File: src/sv/wes_ram.sv
// ----------------------------------------------------------------------------
// wes_ram
// Generic single-write, single-read RAM with a registered read port.
// ----------------------------------------------------------------------------
module wes_ram #(
    parameter int WIDTH = 32,
    parameter int DEPTH = 64
) (
    input  logic                     i_clk,
    input  logic                     i_we,
    input  logic [$clog2(DEPTH)-1:0] i_waddr,
    input  logic [WIDTH-1:0]         i_wdata,
    input  logic [$clog2(DEPTH)-1:0] i_raddr,
    output logic [WIDTH-1:0]         o_rdata
);

    logic [WIDTH-1:0] r_mem [DEPTH];
    logic [WIDTH-1:0] r_rdata;

    // write port and registered read
    always_ff @(posedge i_clk) begin
        if (i_we) begin
            r_mem[i_waddr] <= i_wdata;
        end
        r_rdata <= r_mem[i_raddr];
    end

    assign o_rdata = r_rdata;

endmodule

File: config.mk
export PLATFORM = sky130hd
export DESIGN_NAME = wes_ram
export DESIGN_NICKNAME = d
export VERILOG_FILES = /design/src/sv/wes_ram.sv
export SDC_FILE = /design/constraint.sdc
export NUM_CORES = 2
export LEC_CHECK = 0
export BUFFER_PORTS_ARGS = -buffer_cell sky130_fd_sc_hd__buf_2
export CORE_ASPECT_RATIO = 2
export CORE_MARGIN = 3
export CORE_UTILIZATION = 45
export DETAILED_ROUTE_END_ITERATION = 10
export GPL_TIMING_DRIVEN = 0
export PLACE_DENSITY = 0.57
export SLEW_MARGIN = 20
export SYNTH_ARGS = -nofsm -noshare
export SYNTH_HDL_FRONTEND = slang
export SYNTH_SLANG_ARGS = --single-unit
File: constraint.sdc
create_clock -name i_clk -period 4.5 [get_ports i_clk]
set_input_delay 0.45 -clock i_clk [delete_from_list [all_inputs] [get_ports i_clk]]
set_output_delay 0.45 -clock i_clk [all_outputs]
set_load 0.01 [all_outputs]
# After elaboration in Yosys (flattened, before gate mapping)
# Memory sizes are Yosys's and may differ from the RTL's. A register that Yosys moved wholly into a read port is not among the register bits.
# Index checks and enable logic that the tools add are counted.
dict set report word_totals {
  in_bits 46
  wordCells 3
  reg_bits 0
  output_inout_bits 32
  ram_bits 2048
  n_memories 1
}
dict set report op_classes {
  muxes 2
}
# name depth width rd rd_clocked_by_memory_dff wr line
set mem_list {}
lappend mem_list {r_mem 64 32 1 1 1 17} ;# logic [WIDTH-1:0] r_mem [DEPTH];
# cell count
set ops {}
lappend ops {{1-bit 2-to-1 mux} 2}

# Longest topological paths before layout
dict set report logic_depth {
  depth_word 2
  depth_mapped 10
  depth_no_buf 5
}

# Least setup slack after synthesis
# No wires, ideal clock.
dict set report synth_path {
  kind {input -> register}
  from {input port i_waddr[3]}
  to {memory r_mem[48][0], enable pin}
  setup_time_ps 461
  n_path_buf 1
  arrival_time_ps 3149
  slack_ps 890
  cell_stages 4
  t_required_ps 4039
  cell_sequence {clkbuf_1 -> nor2b_1 -> nand4b_1 -> nor3_1}
}
# element line
set synth_rtl {}
lappend synth_rtl {{from (decl)} 11} ;# input logic [$clog2(DEPTH)-1:0] i_waddr,
lappend synth_rtl {{to (decl)} 17}
# Straight into the memory's write port.

==> results.yml <==
outcome:
  outcome: "finished, final reports clean"
timing:
  max_slew_margin_pct: 22.6
  timing_hold_violations_final: 0
  post-route-worst-setup-slack_ps: 743
  setup_repair_after_global_routing_missed_its_margin: "no"
  finClkSkew_ps: 47.5
  report.final.slew_viol_count: 0
  final.period_utilization_pct: 83.5
  min_period_ps: 3760
  maximum_clock_rate_ghz: 0.266
  worst_slew_pin_slew_ps: 1160
  setup_violations: 0
global_routing:
  grt-ovfl-total: 0
  grt_antenna_before_repair: 16
  first_global_vias: 39392
  track_usage_pct: 28.4
  grt_max_degree: 65
  grt_first_pass_wirelength_mm: 339
die:
  starting_density_of_the_core_pct: 45.3
  die_width_um: 301
  rows: 216
  die_area_um2: 180000
  core_um2: 173000
  fp.dieH_um: 597
  top_level_ports: 78
detailed_routing:
  vias: 38676
  drc: 0
  pre_repair_dr_iteration_count: 6
  average_routed_wire_per_standard_cell_um: 41.3
  number_of_drc_violations_after_detailed_routing_iteration_0: 5044
  finalWirelength_mm: 254
  viasPerCell: 6.29
  final_antenna_net_count: 0
cts:
  number_of_levels_the_h_tree_was_split_into: 4
  tritoncts_clock_tree: "yes"
  clkLatencyLatePin_ps: 830
  root_buffer: "clkbuf_16"
  cts.reportedPaths.clkPinSlew_ps: 70
  post_cts_resize_count: 0
  cts_sinks: 2080
  cts_buffers: 182
  cts_buffer_depth: 4
min_path:
  hold_path.class: "in -> reg"
  min_from: "i_wdata[15]"
  min_path_cells: 1
  holdPathEnd: "r_mem[44][15]"
placed_design:
  pre_cts_ws_ps: -34.3
  place_hpwl_mm: 176
  numPortBuffers: 69
  placed_cells: 5825
  gp_congestion: 0.917
yosys:
  synthDistinctLibCells: 34
  postSynthNetCount: 3370
  syn-instance-count: 3324
  synth-seq-cells: 2080
  post_synth.cell_area_avg_um2: 23.6
  yosys_warning_count: 0
  synth_enable_flop_cells: 2048
  synthFlopType: "edfxtp_1"
  syn-cell-area_um2: 78500
  synth_async_sr_flop_share_pct: 0
  ys_seq_area_share_pct: 79.1
layout:
  post-route-util_pct: 52.7
  drive_above_1_share_pct: 31.2
  final_cells: 6150
  num-nets-final: 3768
  synthToLayoutAreaGrowth_pct: 16.3
  fill_cells: 13082
pwr:
  power.ir.vdd_worst_uv: 325
  leakage_uw: 0.0284
  report.power.total_uw: 39400
  power.density_cell_area_nw_per_um2: 431
worst_setup_path:
  critical_path.reg2reg.startpoint: "r_mem[31][15]"
  rrSetupSlack_ps: 1870
  crit_path_max_fanout: 10
  timing.critical_path.arrival_ps: 4430
  critical_path_required_ps: 5180
  timing.reg2reg.worst_path_depth: 4
  worst-setup-path-type: "in -> reg"
  crit_path_end_kind: "register"
  worstReg2RegEnd: "o_rdata[15]"
  start_kind: "input pin"
flow_run:
  drv.max_cap_violation_count: 0
-- critical path, cell delays in order --
cell      delay, ps
buf_2           330
buf_2           380
buf_2           470
clkbuf_1        780
mux4_2          420
mux2i_1         330
a21oi_1         360
a21oi_1         700
nor2_1          160
-- worst max-delay path by stage --
stage,from,end,slack [ps],cells past startpoint
4_1_cts,i_raddr[1],o_rdata[19],840,9
3_3_place_gp,i_waddr[3],r_mem[48][2],-2850,4
2_1_floorplan,i_waddr[3],r_mem[48][0],890,4
6_report,i_raddr[1],o_rdata[19],740,9
3_5_place_dp,i_raddr[1],o_rdata[19],-30,9
5_1_grt,i_raddr[1],o_rdata[19],790,9
-- per-stage QoR --
| step | hold WS, ps | TNS, ps | instance area (µm²) |
|---|---|---|---|
| 2_1_floorplan | 549 | 0 | 78500 |
| 3_3_place_gp | 850 | -1885780 | 81700 |
| 3_5_place_dp | 845 | -34.3 | 85500 |
| 4_1_cts | 10.3 | 0 | 91200 |
| 5_1_grt | 38.0 | 0 | 91300 |
| 6_report | 54.2 | 0 | 91300 |
-- power breakdown --
group | switching [µW] | internal (µW) | total, µW
clock network | 7000 | 8460 | 15500
registers | 39.0 | 21400 | 21500
logic | 1660 | 767 | 2420
-- registers in the layout (all words and copies together) (netlist names) --
register	count
r_mem	2048
o_rdata	32
-- layout by cell type, fill, tap and decap left out, types with 5 or more instances in the layout --
cell        instances
a21oi_1            62
a22oi_1            12
a311oi_1            8
buf_1              14
buf_12             65
buf_16             67
buf_2             103
buf_4              64
buf_6               7
bufinv_16          12
clkbuf_1           72
clkbuf_16         192
clkbuf_2           27
clkinv_1           33
clkinv_2           36
clkinvlp_4          5
dfxtp_1            32
diode_2             8
edfxtp_1         2048
inv_6               6
mux2i_1            93
mux4_2            544
nand2_1            26
nand2b_1            8
nand3_1             5
nand3b_1            5
nor2_1             75
nor2_4             62
nor2b_1            15
nor3_1              5
o221ai_1           27
o22ai_1            84
-- kinds of logic after synthesis --
family / after synthesis / synth area share [%]
buffers and inverters: 182 / 1.13
DFF: 2080 / 79.1
AOI/OAI and AO/OA: 202 / 1.67
muxes: 637 / 16.8
and+or+nand+nor: 223 / 1.27
-- synthesized netlist by cell type, drive strengths merged (4+ instances only) --
cell       n  area [µm²]
edfxtp  2048       61500
buf      108         608
o221ai    27         236
nor2     137         514
a311oi     8        70.1
mux2i     93         931
nor2b     15        93.8
mux4     544       12300
a41o       4        40.0
dfxtp     32         641
a21oi     62         310
nand3b     5        37.5
o22ai     84         526
o32ai      4        35.0
and3       4        25.0
nand3      5        25.0
nor3       7        35.0
nand2b     8        50.1
clkbuf    74         278
a22oi     12        90.1
or3b       5        43.8
nand2     26        97.6
-- what timing repair did --
item,4_1_cts,5_1_grt
hold endpoints to repair,12,0
hold buffers,1,0
setup buffers,0,0
endpoints found under the setup margin,0,0
-- per-layer routing --
metal | vias to the layer above | global-route usage (%) | part of all wire, %
li1 | 15029 | - | -
met1 | 21054 | 32.0 | 32
met2 | 2005 | 48.9 | 52
met3 | 584 | 4.47 | 6.9
met4 | 4 | 20.7 | 9.1
met5 | - | 0 | 0.011
-- area by class of cell --
type                    instances  area, µm²  area share (%)
flip-flops and latches       2080      62100            68.1
multi-input cells            1062      16000            17.5
clock buffers                 217       4900            5.37
repair buffers                214       3680            4.03
well taps                    2289       2860            3.14
plain buffers                 182        928            1.02
clock inverters                98        800           0.876
diodes                          8       20.0          0.0219
No activity file was read; power rests on OpenSTA's default activity.
