--- config.mk ---
export PLATFORM = sky130hd
export DESIGN_NAME = wes_seq
export DESIGN_NICKNAME = d
export VERILOG_FILES = /design/src/sv/wes_pkg.sv /design/src/sv/wes_seq.sv
export SDC_FILE = /design/constraint.sdc
export NUM_CORES = 1
export LEC_CHECK = 0
export BUFFER_PORTS_ARGS = -buffer_cell sky130_fd_sc_hd__buf_4
export CORE_MARGIN = 4
export CORE_UTILIZATION = 57
export CTS_CLUSTER_SIZE = 14
export DETAILED_ROUTE_END_ITERATION = 6
export PLACE_DENSITY = 0.83
export SLEW_MARGIN = 10
export SYNTH_ARGS = -nofsm -noshare
export SYNTH_HDL_FRONTEND = slang
export SYNTH_SLANG_ARGS = --single-unit
--- constraint.sdc ---
create_clock -name i_clk -period 3.87 [get_ports i_clk]
set_input_delay 0.774 -clock i_clk [delete_from_list [all_inputs] [get_ports i_clk]]
set_output_delay 0.774 -clock i_clk [all_outputs]
set_load 0.01 [all_outputs]
--- src/sv/wes_pkg.sv ---
// ----------------------------------------------------------------------------
// wes_pkg
// Shared types, widths, register codes and reset values for the 1-D wave
// field stencil block.
// ----------------------------------------------------------------------------
package wes_pkg;

    // grid size default for the top-level parameter
    localparam int GRID_POINTS_DEF = 64;

    // fixed field widths
    localparam int FIELD_W   = 32;   // Q15.16 pressure
    localparam int COEF_W    = 16;   // Q1.15 coefficient
    localparam int CFG_W     = 16;   // widest config register
    localparam int CFG_IDX_W = 3;
    localparam int POS_W     = 6;    // point index / source position
    localparam int CNT7_W    = 7;    // points_in_use / region_split
    localparam int PEAK_W    = 31;

    // internal arithmetic widths
    localparam int LAP_W      = 35;  // r - 2c + l
    localparam int BASE_W     = 34;  // 2c - p
    localparam int MULT_W     = 52;  // lap * coef
    localparam int FRAC_SHIFT = 15;
    localparam int TERM_W     = MULT_W - FRAC_SHIFT;
    localparam int SUM_W      = 38;
    localparam int ROUND_BIAS = 16384;

    // register reset values
    localparam logic [CNT7_W-1:0] POINTS_RST = 7'd64;
    localparam logic [CNT7_W-1:0] SPLIT_RST  = 7'd48;
    localparam logic [COEF_W-1:0] COEF_L_RST = 16'd26542;
    localparam logic [COEF_W-1:0] COEF_R_RST = 16'd11796;
    localparam logic [POS_W-1:0]  SRC_RST    = 6'd20;

    // configuration register indexes
    typedef enum logic [CFG_IDX_W-1:0] {
        CFG_POINTS  = 3'd0,
        CFG_SPLIT   = 3'd1,
        CFG_COEF_L  = 3'd2,
        CFG_COEF_R  = 3'd3,
        CFG_SRC_POS = 3'd4
    } t_cfg_idx;

    // sequencer states
    typedef enum logic [1:0] {
        ST_IDLE,
        ST_ISSUE,
        ST_DRAIN
    } t_seq_state;

    // per-cycle window control, aligned with the RAM read data
    typedef struct packed {
        logic load_left;   // read data is cur[n-1]
        logic load_mid;    // read data is cur[0]
        logic compute;     // a point is evaluated this cycle
        logic wrap;        // last point: right neighbor is the saved cur[0]
    } t_seq_ctl;

    // saturate a wide signed sum to the field format
    function automatic logic signed [FIELD_W-1:0] sat_field(input logic signed [SUM_W-1:0] v);
        logic [SUM_W-FIELD_W:0] top_bits;
        logic signed [FIELD_W-1:0] res;
        top_bits = v[SUM_W-1:FIELD_W-1];
        if (top_bits == '0 || top_bits == '1) begin
            res = v[FIELD_W-1:0];
        end else if (v[SUM_W-1]) begin
            res = {1'b1, {(FIELD_W-1){1'b0}}};
        end else begin
            res = {1'b0, {(FIELD_W-1){1'b1}}};
        end
        return res;
    endfunction

endpackage

--- src/sv/wes_seq.sv ---
// ----------------------------------------------------------------------------
// wes_seq
// Step sequencer: walks the read addresses n-1, 0, 1, ... n-1 plus one
// wrap slot, and flags what the datapath does with each read.
// ----------------------------------------------------------------------------
module wes_seq
    import wes_pkg::*;
#(
    parameter int GRID_POINTS = GRID_POINTS_DEF
) (
    input  logic                             i_clk,
    input  logic                             i_rst_n,
    input  logic                             i_start,
    input  logic [$clog2(GRID_POINTS+2)-1:0] i_n,
    input  logic                             i_done,
    output logic                             o_busy,
    output logic                             o_accept,
    output logic [$clog2(GRID_POINTS)-1:0]   o_rd_addr,
    output t_seq_ctl                         o_ctl,
    output logic [$clog2(GRID_POINTS)-1:0]   o_pt_idx
);

    localparam int ADDR_W = $clog2(GRID_POINTS);
    localparam int CNT_W  = $clog2(GRID_POINTS + 2);

    t_seq_state        r_state, n_state;
    logic [CNT_W-1:0]  r_k, n_k;
    t_seq_ctl          r_ctl, n_ctl;
    logic [ADDR_W-1:0] r_pt_idx;
    logic              issue_end;

    assign issue_end = (r_k == i_n + CNT_W'(1));

    // next state
    always_comb begin
        n_state = r_state;
        case (r_state)
            ST_IDLE:  if (i_start)   n_state = ST_ISSUE;
            ST_ISSUE: if (issue_end) n_state = ST_DRAIN;
            ST_DRAIN: if (i_done)    n_state = ST_IDLE;
            default:  n_state = ST_IDLE;
        endcase
    end

    // outputs and slot counter
    always_comb begin
        o_busy    = 1'b1;
        o_accept  = 1'b0;
        o_rd_addr = ADDR_W'(r_k - CNT_W'(1));
        n_ctl     = '0;
        n_k       = r_k;
        case (r_state)
            ST_IDLE: begin
                o_busy   = 1'b0;
                o_accept = i_start;
                n_k      = '0;
            end
            ST_ISSUE: begin
                if (r_k == '0) begin
                    o_rd_addr = ADDR_W'(i_n - CNT_W'(1));
                end
                n_ctl.load_left = (r_k == CNT_W'(0));
                n_ctl.load_mid  = (r_k == CNT_W'(1));
                n_ctl.compute   = (r_k >= CNT_W'(2));
                n_ctl.wrap      = issue_end;
                n_k             = r_k + CNT_W'(1);
            end
            ST_DRAIN: begin
                n_k = '0;
            end
            default: begin
                o_busy = 1'b1;
            end
        endcase
    end

    // state registers; control flags line up with the RAM read latency
    always_ff @(posedge i_clk) begin
        if (!i_rst_n) begin
            r_state <= ST_IDLE;
            r_k     <= '0;
            r_ctl   <= '0;
        end else begin
            r_state <= n_state;
            r_k     <= n_k;
            r_ctl   <= n_ctl;
        end
        r_pt_idx <= ADDR_W'(r_k - CNT_W'(2));
    end

    assign o_ctl    = r_ctl;
    assign o_pt_idx = r_pt_idx;

endmodule

### After elaboration in Yosys (flattened, before gate mapping)

Index checks and enable logic that the tools add are counted.

| storage, ports and cells | value |
|---|---|
| input bits | 11 |
| output and inout port bits | 18 |
| bits in registers | 19 |
| word-level logic and storage cells | 35 |

| operators by class | value |
|---|---|
| equal/unequal tests | 7 |
| order comparisons | 1 |
| reductions and logical operators | 6 |
| add/sub/neg operators | 5 |
| mux-type cells | 9 |

Operator list:

| operator | count |
|---|---|
| 7-bit by 1-bit adder with 7-bit output (second input constant) | 2 |
| 7-bit one-hot mux with 2 select lines | 1 |
| 6-bit 2-to-1 mux | 2 |
| 6-bit by 1-bit subtractor with 6-bit output (second input constant) | 2 |
| 7-bit by 1-bit == test with 1-bit output (second input constant) | 1 |
| 7-bit == test | 1 |
| 7-bit by 2-bit greater-or-equal comparator with 1-bit output (second input constant) | 1 |
| 7-bit logical NOT | 1 |
| 2-bit 2-to-1 mux | 3 |
| 2-bit inequality test (second input constant) | 3 |
| 2-bit one-hot mux with 3 select lines | 1 |
| 6-bit by 2-bit subtractor with 6-bit output (second input constant) | 1 |
| 3-bit AND reduction | 1 |
| 2-bit by 1-bit == test with 1-bit output (second input constant) | 1 |
| 2-bit == test (second input constant) | 1 |
| 2-bit logical NOT | 1 |
| 1-bit 2-to-1 mux | 2 |
| 2-bit AND reduction | 1 |
| 2-bit nonzero test | 1 |
| 2-bit OR reduction | 1 |

### Longest topological paths before layout

| depth | value |
|---|---|
| word-level depth | 4 |
| gate-level depth with buffers | 7 |
| depth with buffers taken out | 6 |

### Least setup slack after synthesis

OpenSTA, ideal clock, no wires.

| timing path | value |
|---|---|
| path type | input to output |
| from | input i_n[2] |
| to | output o_rd_addr[5] |
| stages | 6 |
| required time | 3.096 ns |
| slack | 1.387 ns |
| path buffers | 1 |
| arrival | 1.709 ns |
| cell sequence | buf_2 -> nor3_1 -> nor3b_1 -> xor2_1 -> nand2_1 -> o21ai_0 |

| between the ends | value |
|---|---|
| word-level cells in the longest chain between the ends | 3 |

RTL lines:

| element | line | RTL |
|---|---|---|
| from (decl) | wes_seq.sv:14 | `input logic [$clog2(GRID_POINTS+2)-1:0] i_n,` |
| 6-bit by 1-bit subtractor with 6-bit output | wes_seq.sv:60 | `o_rd_addr = ADDR_W'(i_n - CNT_W'(1));` |
| 6-bit 2-to-1 mux | wes_seq.sv:59 | `if (r_k == '0) begin` |
| 6-bit 2-to-1 mux | wes_seq.sv:52 | `case (r_state)` |
| to (decl) | wes_seq.sv:18 | `output logic [$clog2(GRID_POINTS)-1:0] o_rd_addr,` |

Every way passes these cells.

### Worst setup path after layout

| timing path | value |
|---|---|
| from | register r_k[3] |
| to | output o_rd_addr[0] |

| between the ends | value |
|---|---|
| word-level cells in the longest chain between the ends | 3 |

RTL lines:

| element | line | RTL |
|---|---|---|
| from (decl) | wes_seq.sv:27 | `logic [CNT_W-1:0] r_k, n_k;` |
| from (signal assigned) | wes_seq.sv:85 | `r_k <= n_k;` |
| 7-bit logical NOT | wes_seq.sv:59 |  |
| 6-bit 2-to-1 mux | wes_seq.sv:59 |  |
| 6-bit 2-to-1 mux | wes_seq.sv:52 |  |

Every way passes these cells.

==> flow_summary.ini <==
[synth]
ys_async_sr_fraction = 0
synthTopCellsByArea = dfxtp_1 31%, xnor2_1 11%, ha_1 9.2%, xor2_1 7.1%, nor2_1 5.5%
synth_top_area_frac = 0.309
synth_area_sq_um = 1230
syn_nets = 170
ys_seq_area_frac = 0.309
synth-main-ff-cell = dfxtp_1
synth_cell_types = 32
synth_edf_count = 0
synth_commonest_cells = 19 x dfxtp_1, 18 x nor2_1, 15 x xnor2_1, 13 x nand2_1, 10 x xor2_1
yosys_warnings = 0
synth.most_common_cell = dfxtp_1
syn_inst = 150
ys_seq_elements = 19
syn_area_per_cell_sq_um = 8.20
yosys.area.top_type = dfxtp_1

[clock_network]
postCtsHoldBufs = 0
cts_tree = built
cts_resized = 0
ctsHtreeMaxLevel = 1
cts.sinks = 19
cts.path.max_buffers = 2
clk_latency_ns = 0.30
cts.clk_slew.worst_paths_ns = 0.10
numCtsBuffers = 3
postCtsSetupBuffers = 0
cts_root_buffer = clkbuf_4

[worst_setup_path]
start_kind = register
r2r-start = r_k[3]
rrSetupSlack_ns = 1.92
endpoint_kind = output pin
required_ns = 3.10
reg2reg_depth = 5
cp_max_fo = 13
rr_endpoint = r_state[0]
worst-endpoint-arrival_ns = 2.21
crit_type = register to output pin

[hold_path]
hold_depth = 0
hold_path_class = register to register
min-delay-start = r_k[0]
holdPathEnd = o_pt_idx[0]

[floorplanning]
dieArea_sq_um = 2960
io_pins = 29
coreArea_sq_um = 2000
die_w_um = 54.5
row_count = 16
start_util = 0.614
die_h_um = 54.5

[sta]
setup_tns_ns = 0
clock-skew-final_ns = 0.00216
fin_ws_ns = 0.886
holdWs_ns = 0.515
slew_headroom = 0.631
report.final.hold_viol_count = 0
rsz0062_at_grt = no
drv_slew = 0
min_period_ns = 2.98
fmax_mhz = 335
period_share = 0.771
finalSetupViolCount = 0
worst-slew-pin-transition_ns = 0.553

[detailed_routing]
drc = 0
route.antenna.remaining_nets = 0
first_pass_iters = 4
dr.first_iter.drc_count = 33
routed_via_density = 5.40
drt-total-wl_um = 2550
detail_route.wl_per_cell_um = 12.8
via_count = 1074

[placed_design]
dpl_cell_area_sq_um = 1420
post-place-ws_ns = 1.13
dp.cells = 195
globalplace.congestion = 0.940
port_buffers = 28
dpl.hpwl_um = 2000

[grt]
grt_pass1_vias = 960
track_usage = 0.197
grt_pass1_wl_um = 4170
grt_max_degree = 14
grt_overflow = 0
grt_antenna_before_repair = 0

[cells_and_area]
seq_area_sq_um = 380
stdcell_count = 199
multi_input_area_sq_um = 767
antennaDiodeCount = 0
fillers = 163
drive_above_1_share = 0.192
fin_area_sq_um = 1450
nets = 193
area_growth_syn_to_layout_pct = 17.7
post-route-util = 0.723

[power_and_ir_drop]
finalPower_uw = 471
leakagePower_nw = 0.629
ir_drop_mv = 0.265
powerDensity_nw_per_um2 = 326

[run_status]
status = finished, final reports clean

[run]
max_cap_viol_count = 0
placed cells by master, fill, tap and decap left out, types with 2 or more instances in the layout:
cell type / instances
o21ai_0: 4
dfxtp_1: 19
clkbuf_4: 3
and3_1: 3
nand4_1: 2
nor2_1: 18
o31ai_1: 2
a21oi_1: 3
a31oi_1: 2
nor2b_1: 3
nor3b_1: 2
a211o_1: 2
xnor2_1: 15
xor2_1: 10
ha_1: 9
nand3_1: 5
and2_1: 3
buf_4: 28
inv_1: 8
or3_1: 2
mux2i_1: 3
nor3_1: 4
nand2_1: 13
per-layer routing:
metal	vias up	GRT usage	routed length, um
met5	-	0	0
met1	494	0.239	1130
li1	540	-	-
met2	36	0.331	1210
met4	0	0.0747	35
met3	4	0.0518	178
cell type report:
class / instances / share of cell area
timing repair buffer: 28 / 0.145
tap: 27 / 0.0233
inverter: 8 / 0.0207
sequential: 19 / 0.263
multi-input combinational: 113 / 0.530
clock buffer: 4 / 0.0182
flip-flops by register name, summed over array words and instances (netlist names):
signal and count:
r_k 7, o_pt_idx 6, o_ctl 4, r_state 2
worst max path at each step:
stage / startpoint / to / slack (ns) / cells past startpoint
after CTS: r_k[3] / o_rd_addr[0] / 0.95 / 5
after detailed placement: i_n[1] / o_rd_addr[5] / 1.13 / 7
after global routing: r_k[3] / o_rd_addr[0] / 0.71 / 5
final: r_k[3] / o_rd_addr[0] / 0.89 / 5
after global placement: i_n[1] / o_rd_addr[5] / 1.22 / 7
after floorplan: i_n[2] / o_rd_addr[5] / 1.39 / 6
cell families after synthesis:
kind of cell | after synthesis | synth area share
simple gates | 60 | 0.244
mux | 3 | 0.0244
fa+ha+maj | 9 | 0.0916
compound gates | 16 | 0.0855
buf+inv | 18 | 0.0671
xor+xnor | 25 | 0.178
flops | 19 | 0.309
worst max-delay path, cell delays in order, from the launching register on:
cell     delay, ns
dfxtp_1       0.50
nor2_1        0.26
nor4b_1       0.30
and3_1        0.45
mux2i_1       0.26
buf_4         0.15
where the power goes:
group / switching (mW) / internal [mW] / leakage [nW]
registers: 0.00853 / 0.206 / 0.154
clock network: 0.0578 / 0.0402 / 0.0150
logic: 0.0798 / 0.0787 / 0.460
total: 0.146 / 0.325 / 0.629
Power figures use the tool's default switching activity.
