**src/sv/wes_pkg.sv**
```systemverilog
// ----------------------------------------------------------------------------
// wes_pkg
// Shared types, widths, register codes and reset values for the 1-D wave
// field stencil block.
// ----------------------------------------------------------------------------
package wes_pkg;

    // grid size default for the top-level parameter
    localparam int GRID_POINTS_DEF = 64;

    // fixed field widths
    localparam int FIELD_W   = 32;   // Q15.16 pressure
    localparam int COEF_W    = 16;   // Q1.15 coefficient
    localparam int CFG_W     = 16;   // widest config register
    localparam int CFG_IDX_W = 3;
    localparam int POS_W     = 6;    // point index / source position
    localparam int CNT7_W    = 7;    // points_in_use / region_split
    localparam int PEAK_W    = 31;

    // internal arithmetic widths
    localparam int LAP_W      = 35;  // r - 2c + l
    localparam int BASE_W     = 34;  // 2c - p
    localparam int MULT_W     = 52;  // lap * coef
    localparam int FRAC_SHIFT = 15;
    localparam int TERM_W     = MULT_W - FRAC_SHIFT;
    localparam int SUM_W      = 38;
    localparam int ROUND_BIAS = 16384;

    // register reset values
    localparam logic [CNT7_W-1:0] POINTS_RST = 7'd64;
    localparam logic [CNT7_W-1:0] SPLIT_RST  = 7'd48;
    localparam logic [COEF_W-1:0] COEF_L_RST = 16'd26542;
    localparam logic [COEF_W-1:0] COEF_R_RST = 16'd11796;
    localparam logic [POS_W-1:0]  SRC_RST    = 6'd20;

    // configuration register indexes
    typedef enum logic [CFG_IDX_W-1:0] {
        CFG_POINTS  = 3'd0,
        CFG_SPLIT   = 3'd1,
        CFG_COEF_L  = 3'd2,
        CFG_COEF_R  = 3'd3,
        CFG_SRC_POS = 3'd4
    } t_cfg_idx;

    // sequencer states
    typedef enum logic [1:0] {
        ST_IDLE,
        ST_ISSUE,
        ST_DRAIN
    } t_seq_state;

    // per-cycle window control, aligned with the RAM read data
    typedef struct packed {
        logic load_left;   // read data is cur[n-1]
        logic load_mid;    // read data is cur[0]
        logic compute;     // a point is evaluated this cycle
        logic wrap;        // last point: right neighbor is the saved cur[0]
    } t_seq_ctl;

    // saturate a wide signed sum to the field format
    function automatic logic signed [FIELD_W-1:0] sat_field(input logic signed [SUM_W-1:0] v);
        logic [SUM_W-FIELD_W:0] top_bits;
        logic signed [FIELD_W-1:0] res;
        top_bits = v[SUM_W-1:FIELD_W-1];
        if (top_bits == '0 || top_bits == '1) begin
            res = v[FIELD_W-1:0];
        end else if (v[SUM_W-1]) begin
            res = {1'b1, {(FIELD_W-1){1'b0}}};
        end else begin
            res = {1'b0, {(FIELD_W-1){1'b1}}};
        end
        return res;
    endfunction

endpackage

```
**src/sv/wes_dp.sv**
```systemverilog
// ----------------------------------------------------------------------------
// wes_dp
// Stencil datapath: three-point window, laplacian, coefficient multiply,
// rounding, leapfrog sum, saturation, source injection and peak tracking.
// ----------------------------------------------------------------------------
module wes_dp
    import wes_pkg::*;
#(
    parameter int GRID_POINTS = GRID_POINTS_DEF
) (
    input  logic                           i_clk,
    input  logic                           i_rst_n,
    input  logic                           i_accept,
    input  logic signed [FIELD_W-1:0]      i_source_sample,
    input  logic [CNT7_W-1:0]              i_split,
    input  logic [COEF_W-1:0]              i_coef_l,
    input  logic [COEF_W-1:0]              i_coef_r,
    input  logic [POS_W-1:0]               i_src_pos,
    input  t_seq_ctl                       i_ctl,
    input  logic [$clog2(GRID_POINTS)-1:0] i_pt_idx,
    input  logic signed [FIELD_W-1:0]      i_cur,
    input  logic signed [FIELD_W-1:0]      i_prev,
    output logic                           o_we,
    output logic [$clog2(GRID_POINTS)-1:0] o_waddr,
    output logic [FIELD_W-1:0]             o_wdata,
    output logic                           o_valid,
    output logic [POS_W-1:0]               o_point_index,
    output logic signed [FIELD_W-1:0]      o_pressure,
    output logic [PEAK_W-1:0]              o_field_peak,
    output logic                           o_last
);

    localparam int ADDR_W = $clog2(GRID_POINTS);

    // source sample and peak for the step in progress
    logic signed [FIELD_W-1:0] r_src;
    logic signed [FIELD_W-1:0] r_peak;

    // window
    logic signed [FIELD_W-1:0] r_left, r_mid, r_c0, r_pmid;

    // stage A
    logic                      r_a_vld, r_a_last;
    logic signed [LAP_W-1:0]   r_a_lap;
    logic signed [BASE_W-1:0]  r_a_base;
    logic [COEF_W-1:0]         r_a_coef;
    logic signed [FIELD_W-1:0] r_a_cur;
    logic [ADDR_W-1:0]         r_a_idx;

    // stage B
    logic                      r_b_vld, r_b_last;
    logic signed [MULT_W-1:0]  r_b_prod;
    logic signed [BASE_W-1:0]  r_b_base;
    logic signed [FIELD_W-1:0] r_b_cur;
    logic [ADDR_W-1:0]         r_b_idx;

    // output register
    logic                      r_out_valid, r_out_last;
    logic [POS_W-1:0]          r_out_idx;
    logic signed [FIELD_W-1:0] r_out_press;
    logic [PEAK_W-1:0]         r_out_peak;

    logic signed [FIELD_W-1:0] right;
    logic signed [LAP_W-1:0]   lap;
    logic signed [BASE_W-1:0]  base;
    logic signed [MULT_W-1:0]  rounded;
    logic signed [TERM_W-1:0]  term;
    logic signed [SUM_W-1:0]   sum;
    logic signed [SUM_W-1:0]   inj;
    logic signed [FIELD_W-1:0] v_new, v_out, peak_nxt;

    // window arithmetic
    always_comb begin
        right = i_ctl.wrap ? r_c0 : i_cur;
        lap   = LAP_W'(right) - (LAP_W'(r_mid) <<< 1) + LAP_W'(r_left);
        base  = (BASE_W'(r_mid) <<< 1) - BASE_W'(r_pmid);
    end

    // round, leapfrog sum, saturate, inject
    always_comb begin
        rounded  = r_b_prod + MULT_W'(ROUND_BIAS);
        term     = $signed(rounded[MULT_W-1:FRAC_SHIFT]);
        sum      = SUM_W'(r_b_base) + SUM_W'(term);
        v_new    = sat_field(sum);
        inj      = SUM_W'(v_new) + SUM_W'(r_src);
        v_out    = (POS_W'(r_b_idx) == i_src_pos) ? sat_field(inj) : v_new;
        peak_nxt = (v_new > r_peak) ? v_new : r_peak;
    end

    // control of the pipeline
    always_ff @(posedge i_clk) begin
        if (!i_rst_n) begin
            r_a_vld     <= 1'b0;
            r_b_vld     <= 1'b0;
            r_out_valid <= 1'b0;
        end else begin
            r_a_vld     <= i_ctl.compute;
            r_b_vld     <= r_a_vld;
            r_out_valid <= r_b_vld;
        end
    end

    // payload registers
    always_ff @(posedge i_clk) begin
        if (i_accept) begin
            r_src  <= i_source_sample;
            r_peak <= '0;
        end else if (r_b_vld) begin
            r_peak <= peak_nxt;
        end

        if (i_ctl.load_left) begin
            r_left <= i_cur;
        end
        if (i_ctl.load_mid) begin
            r_mid  <= i_cur;
            r_c0   <= i_cur;
            r_pmid <= i_prev;
        end
        if (i_ctl.compute) begin
            r_left <= r_mid;
            r_mid  <= i_cur;
            r_pmid <= i_prev;
        end

        // stage A
        r_a_lap  <= lap;
        r_a_base <= base;
        r_a_coef <= (CNT7_W'(i_pt_idx) < i_split) ? i_coef_l : i_coef_r;
        r_a_cur  <= r_mid;
        r_a_idx  <= i_pt_idx;
        r_a_last <= i_ctl.wrap;

        // stage B: coefficient multiply
        r_b_prod <= r_a_lap * $signed({1'b0, r_a_coef});
        r_b_base <= r_a_base;
        r_b_cur  <= r_a_cur;
        r_b_idx  <= r_a_idx;
        r_b_last <= r_a_last;

        // result register
        r_out_idx   <= POS_W'(r_b_idx);
        r_out_press <= r_b_cur;
        r_out_last  <= r_b_last;
        r_out_peak  <= r_b_last ? peak_nxt[PEAK_W-1:0] : '0;
    end

    assign o_we          = r_b_vld;
    assign o_waddr       = r_b_idx;
    assign o_wdata       = v_out;
    assign o_valid       = r_out_valid;
    assign o_point_index = r_out_idx;
    assign o_pressure    = r_out_press;
    assign o_field_peak  = r_out_peak;
    assign o_last        = r_out_last;

endmodule

```
**config.mk**
```make
export PLATFORM = sky130hd
export DESIGN_NAME = wes_dp
export DESIGN_NICKNAME = d
export VERILOG_FILES = /design/src/sv/wes_pkg.sv /design/src/sv/wes_dp.sv
export SDC_FILE = /design/constraint.sdc
export NUM_CORES = 2
export LEC_CHECK = 0
export ABC_AREA = 1
export BUFFER_PORTS_ARGS = -buffer_cell sky130_fd_sc_hd__buf_2
export CORE_MARGIN = 2
export CORE_UTILIZATION = 35
export CTS_CLUSTER_SIZE = 25
export DETAILED_ROUTE_END_ITERATION = 6
export GPL_TIMING_DRIVEN = 0
export SYNTH_ARGS = -nofsm -noshare
export SYNTH_HDL_FRONTEND = slang
export SYNTH_SLANG_ARGS = --single-unit
```
**constraint.sdc**
```tcl
create_clock -name i_clk -period 28 [get_ports i_clk]
set_input_delay 5.6 -clock i_clk [delete_from_list [all_inputs] [get_ports i_clk]]
set_output_delay 5.6 -clock i_clk [all_outputs]
set_load 0.05 [all_outputs]
```
# Word level (Yosys, flattened, before mapping)
# Index checks and enable logic that the tools add are counted.
# word_totals
reg_bits	514
ramBits	0
latch_bits	0
in_bits	154
rom_bits	0
n_memories	0
out_inout_bits	110
word_cells	58
# op_classes
n_lt_le_gt_ge	2
n_mux	14
n_mul	1
bitwise	0
addsub	6
n_eq_ne	3
n_reduce_logical	7
n_shift	0
div_mod_pow	0
# ops
op	count
32-bit 2-to-1 mux	12
52-bit by 16-bit adder with 52-bit output (second input constant)	1
35-bit by 17-bit multiplier with 52-bit output	1
34-bit by 37-bit adder with 38-bit output	1
34-bit by 32-bit adder with 35-bit output	1
32-bit by 33-bit subtractor with 34-bit output	1
33-bit by 32-bit subtractor with 34-bit output	1
32-bit by 32-bit adder with 33-bit output	1
32-bit > comparator	1
31-bit 2-to-1 mux	1
16-bit 2-to-1 mux	1
7-bit equality test (second input constant)	2
7-bit logical NOT	2
6-bit by 7-bit less-than comparator with 1-bit output	1
6-bit equality test	1
2-bit nonzero test	2
1-bit logical OR	2
2-bit AND reduction	1

# Logic depth before layout (Yosys ltp)
# logic_depth
depth_word	10
mapped_depth	59
ltp_nobuf	55

# Worst setup path before layout
# No wires, ideal clock.
# synth_timing
path_type	flip-flop to output port
from	register r_b_prod[16]
to	output port o_wdata[0]
setup_slack_ns	14.287
required_ns	22.400
path_buffers	2
path_stages_with_launch	54
arrival_ns	8.113
path_cell_list	dfxtp_1 nand3_1 nor3_2 nand3_1 nor3_1 nand3_1 nor2_1 and3_1 nand3_1 nor3_1 nand2_1 nor2_1 inv_1 nor2_2 nand3_1 nor2_1 nand3_1 xor2_1 [18 not listed] ha_1 a21oi_1 o21ai_1 a21oi_1 o21bai_1 a21oi_1 o21bai_1 a21boi_1 o21ai_1 a21boi_0 o21ai_1 nand2_1 nand3_1 nand2_1 inv_1 nand2_1 nand2_1 o21ai_0
# synth_via
elab_chain_len	10
elab_cells_between_ends	14
cone_classes	add/sub: 3; eq/ne: 2; mux: 5; reduce/logical: 4
# synth_rtl
item	line_no	source
from (decl)	wes_dp.sv:52	logic signed [MULT_W-1:0] r_b_prod;
from (signal assigned)	wes_dp.sv:135	r_b_prod <= r_a_lap * $signed({1'b0, r_a_coef});
52-bit by 16-bit adder with 52-bit output *	wes_dp.sv:81	rounded = r_b_prod + MULT_W'(ROUND_BIAS);
34-bit by 37-bit adder with 38-bit output *	wes_dp.sv:83	sum = SUM_W'(r_b_base) + SUM_W'(term);
7-bit equality test or 7-bit logical NOT (tied branches)	wes_pkg.sv:65	if (top_bits == '0 || top_bits == '1) begin
1-bit logical OR	wes_pkg.sv:65	
32-bit 2-to-1 mux *	wes_pkg.sv:65	
32-bit by 32-bit adder with 33-bit output	wes_dp.sv:85	inj = SUM_W'(v_new) + SUM_W'(r_src);
7-bit equality test or 7-bit logical NOT (tied branches)	wes_pkg.sv:65	
1-bit logical OR	wes_pkg.sv:65	
32-bit 2-to-1 mux	wes_pkg.sv:65	
32-bit 2-to-1 mux *	wes_dp.sv:86	v_out = (POS_W'(r_b_idx) == i_src_pos) ? sat_field(inj) : v_new;
to (decl)	wes_dp.sv:25	output logic [FIELD_W-1:0] o_wdata,
# Mark *: on every way between the ends. The rest lies on a longest branch, timed or not.

# Worst setup path in the final report
# layout_timing
from	register r_b_prod[16]
to	output port o_wdata[22]
# layout_via
elab_chain_len	10
elab_cells_between_ends	14
cone_classes	add/sub: 3; eq/ne: 2; mux: 5; reduce/logical: 4
# layout_rtl
item	line_no	source
52-bit by 16-bit adder with 52-bit output *	wes_dp.sv:81	
34-bit by 37-bit adder with 38-bit output *	wes_dp.sv:83	
7-bit equality test or 7-bit logical NOT (tied branches)	wes_pkg.sv:65	
1-bit logical OR	wes_pkg.sv:65	
32-bit 2-to-1 mux *	wes_pkg.sv:65	
net v_new[31]	wes_dp.sv:70	logic signed [FIELD_W-1:0] v_new, v_out, peak_nxt;
32-bit by 32-bit adder with 33-bit output *	wes_dp.sv:85	
7-bit equality test or 7-bit logical NOT (tied branches)	wes_pkg.sv:65	
1-bit logical OR	wes_pkg.sv:65	
32-bit 2-to-1 mux *	wes_pkg.sv:65	
32-bit 2-to-1 mux *	wes_dp.sv:86	
# The timed path passes the listed nets; every way through them passes the cells marked *.

==> results.md <==
* Status: completed
* Hold Path Stages at 0
* R2R Setup Slk at 17.96 ns
* Total CTS buffers at 56
* RSZ-0062 raised after global routing: false
* CP max FO at 10
* Largest net degree at the start of global routing at about 60
* CTS tree: built
* Cts repair resizes at 0
* Routability cong. at 0.937
* Antenna violations before repair at 3
* Initial core utilization at 0.352
* Die area at 0.129 mm²
* Compound-Gate Fraction of Synth Area at 0.0719
* Largest family of logic cells by synthesized area: adder cells
* Utilization after layout at 0.395
* DR vias at 34600
* Hold Path End: r_b_base[2]
* Number of global-route vias before repair at around 35000
* Die W at 359 µm
* GRT overflow at 0
* Register area share after synthesis at 0.263
* Max-cap violations at 0
* Most used cell along the critical path: nand2_1
* Endpoint class of the critical path: output pin
* Post-Synth Simple-Gate Area at 0.157
* Cell count after synthesis at 5336
* Fin crit period at 16.77 ns
* Core area at around 0.13 mm²
* CTS Sinks at 500
* Tcrit/Tclk final at 0.599
* Max incr delay on CP at 0.50 ns
* Synthesis-stage register bit count at 500
* Min-delay src: r_a_base[2]
* Drt total wl at 131000 µm
* Global-route wire length before repair at roughly 200000 µm
* Layout cells sized above 1 at 0.0780
* Clock Skew at 0.0666 ns
* Relative slew slack at 0.219
* Reg clk slew, reported paths at 0.07 ns
* Req. time, crit path at 22.40 ns
* DRT Pass-1 Iters at 6
* Synthesized net count at 6348
* Synth Cell Area at 0.0442 mm²
* Worst skew pair latency at roughly 0.7 ns
* WL/cell at roughly 18 µm
* Root buffer cell: clkbuf_16
* Startpoint Class: flip-flop
* Drt first-iter violations at 2496
* DRC violations left at 0
* Area delta synth->final at 12.1%
* Slew @ Worst Pin at roughly 1.2 ns
* Final setup fails at 0
* Reg2reg end: o_field_peak[19]
* Post-Synth XOR/XNOR Area at 0.0390
* Post-DP HPWL at 108000 µm
* Peak Freq at 59.6 MHz
* Routed Antenna Nets at 0
* Post-synthesis average cell area at 8.28 µm²
* Maximum buffer depth of the clock tree at 3
* Slowest stage cell on the critical path: nor3_1
* FF-to-FF path depth at 48
* Worst EP arrival at 11.17 ns
* Number of synthesis warnings at 0
* Buf/Inv on CP at 11
* Post-synthesis mux area share at 0.00408
* R2r startpoint: r_b_prod[16]
* Family with the most delay on the worst path: simple AND/OR/NAND/NOR gates
* Synth Flop Type: dfxtp_1
* Num ports at 264
* IO buf count at about 260
* Final Hold Vio Count at 0
* Row Count at 130
* Distinct cells, synth at 58
* Post-Synth Adder-Cell Area at 0.339
* Post-synth EDFFs at 160
* Die height at 359 µm
* # hold bufs at CTS at 0
* Hold Path Class: flip-flop to flip-flop
* Crit Path Class: flip-flop to output pin
* Nets at between 6000 and 7000
* H-tree depth at 2
* Fin Setup TNS at 0 ns
* Total setup buffers inserted after CTS at 0
* Total GRT Usage at 0.201
* Fill cells at 12700
* Asr flop ratio synth at 0
* Drt via density at 4.70
* Slew Viols, Final at 0
==> area by class of cell <==
| type | count | area [µm²] | share of cell area |
|---|---|---|---|
| inverter | 1291 | 4850 | 0.0978 |
| clock buffer | 77 | 1580 | 0.0319 |
| buffer | 188 | 756 | 0.0153 |
| tap | 1650 | 2060 | 0.0417 |
| antenna | 5 | 12.5 | 0.000253 |
| multi-input combinational | 3357 | 27000 | 0.545 |
| timing repair buffer | 264 | 1350 | 0.0273 |
| sequential | 500 | 11600 | 0.234 |
| clock inverter | 29 | 342 | 0.00689 |
==> worst reg2reg max path: cells and delay by family (launching register included) <==
| kind | cells | cell delay (ns) |
|---|---|---|
| buf+inv | 10 | 1.79 |
| fa+ha+maj | 2 | 0.55 |
| compound gates | 5 | 1.41 |
| flops | 1 | 0.37 |
| xor+xnor | 1 | 0.19 |
| simple gates | 30 | 5.66 |
==> cells in the final DEF (no fill, tap or decap), drive strengths merged, types with 14 or more instances in the layout <==
master,Yosys,final
inv,1289,1293
nand2,1289,1289
fa,564,564
dfxtp,340,340
a21oi,315,315
ha,294,294
buf,27,291
nor2,264,264
clkbuf,161,238
edfxtp,160,160
o21ai,135,135
xor2,124,124
xnor2,73,73
nand3,71,71
nand4,51,51
nor3,28,28
a31oi,20,20
o21bai,19,19
clkinv,2,19
mux2,16,16
a211oi,14,14
==> kinds of logic (layout without fill, tap and decap cells) <==
group,after synthesis,in the layout
xor+xnor,197,197
mux,16,16
flops,500,500
compound gates,558,558
fa+ha+maj,858,858
simple gates,1728,1728
buf+inv,1479,1849
other cells,0,5
==> cell usage after synthesis (all sizes together) (2+ instances only) <==
master	instances	area [µm²]
a21oi	315	1690
a211oi	14	105
fa	564	11300
o221ai	6	52.6
xnor2	73	639
o31ai	2	15.0
nor2	264	1010
buf	27	151
inv	1289	4840
a21boi	12	90.1
dfxtp	340	6810
o21ai	135	679
o21a	9	67.6
nand4	51	319
and2	3	21.3
nand3	71	395
clkinv	2	7.51
edfxtp	160	4800
xor2	124	1090
o22ai	2	12.5
and3	4	25.0
a31oi	20	125
clkbuf	161	604
nand2	1289	4890
ha	294	3680
mux2	16	180
o211ai	9	67.6
nor3	28	145
or2	4	25.0
o21bai	19	143
a21o	10	75.1
nand3b	2	15.0
nor4	10	62.6
==> sequential cells by signal, summed over array words and instances, names as in the netlist, 32 cells and up <==
register / cells
r_left: 32
o_pressure: 32
r_b_base: 34
r_a_lap: 35
r_c0: 32
r_pmid: 32
r_src: 32
r_peak: 32
r_mid: 32
r_a_base: 34
r_b_prod: 38
r_b_cur: 32
r_a_cur: 32
==> how the worst max path moves through the flow <==
stage                  from     endpoint  slack (ns)  cells after the start
5_1_grt        r_b_prod[16]  o_wdata[28]       10.20                     56
4_1_cts        r_b_prod[17]  o_wdata[22]       11.31                     56
3_5_place_dp   r_b_prod[17]  o_wdata[22]       12.04                     56
2_1_floorplan  r_b_prod[16]   o_wdata[0]       14.29                     53
6_report       r_b_prod[16]  o_wdata[22]       11.23                     56
3_3_place_gp   r_b_prod[16]  o_wdata[22]       12.24                     56
==> routing by layer <==
metal,share of wire,track usage,up-vias
met5,0.00010,0,-
li1,-,-,16700
met2,0.48,0.346,999
met1,0.43,0.260,16700
met4,0.034,0.0629,2
met3,0.055,0.0283,180
==> through the flow <==
step | instances | hold slack, ns | area (µm²) | setup slack (ns)
finish | 7361 | 0.317 | 49500 | 11.23
global route | 7356 | 0.309 | 49500 | 10.20
CTS | 7356 | 0.318 | 49500 | 11.31
detailed placement | 7250 | 0.312 | 47600 | 12.04
global placement | 7248 | 0.311 | 47600 | 12.24
floorplan | 5336 | 0.310 | 44200 | 14.29
Power is not shown: default switching activity piles up to over one toggle a cycle in this logic, so the estimate is an artifact.
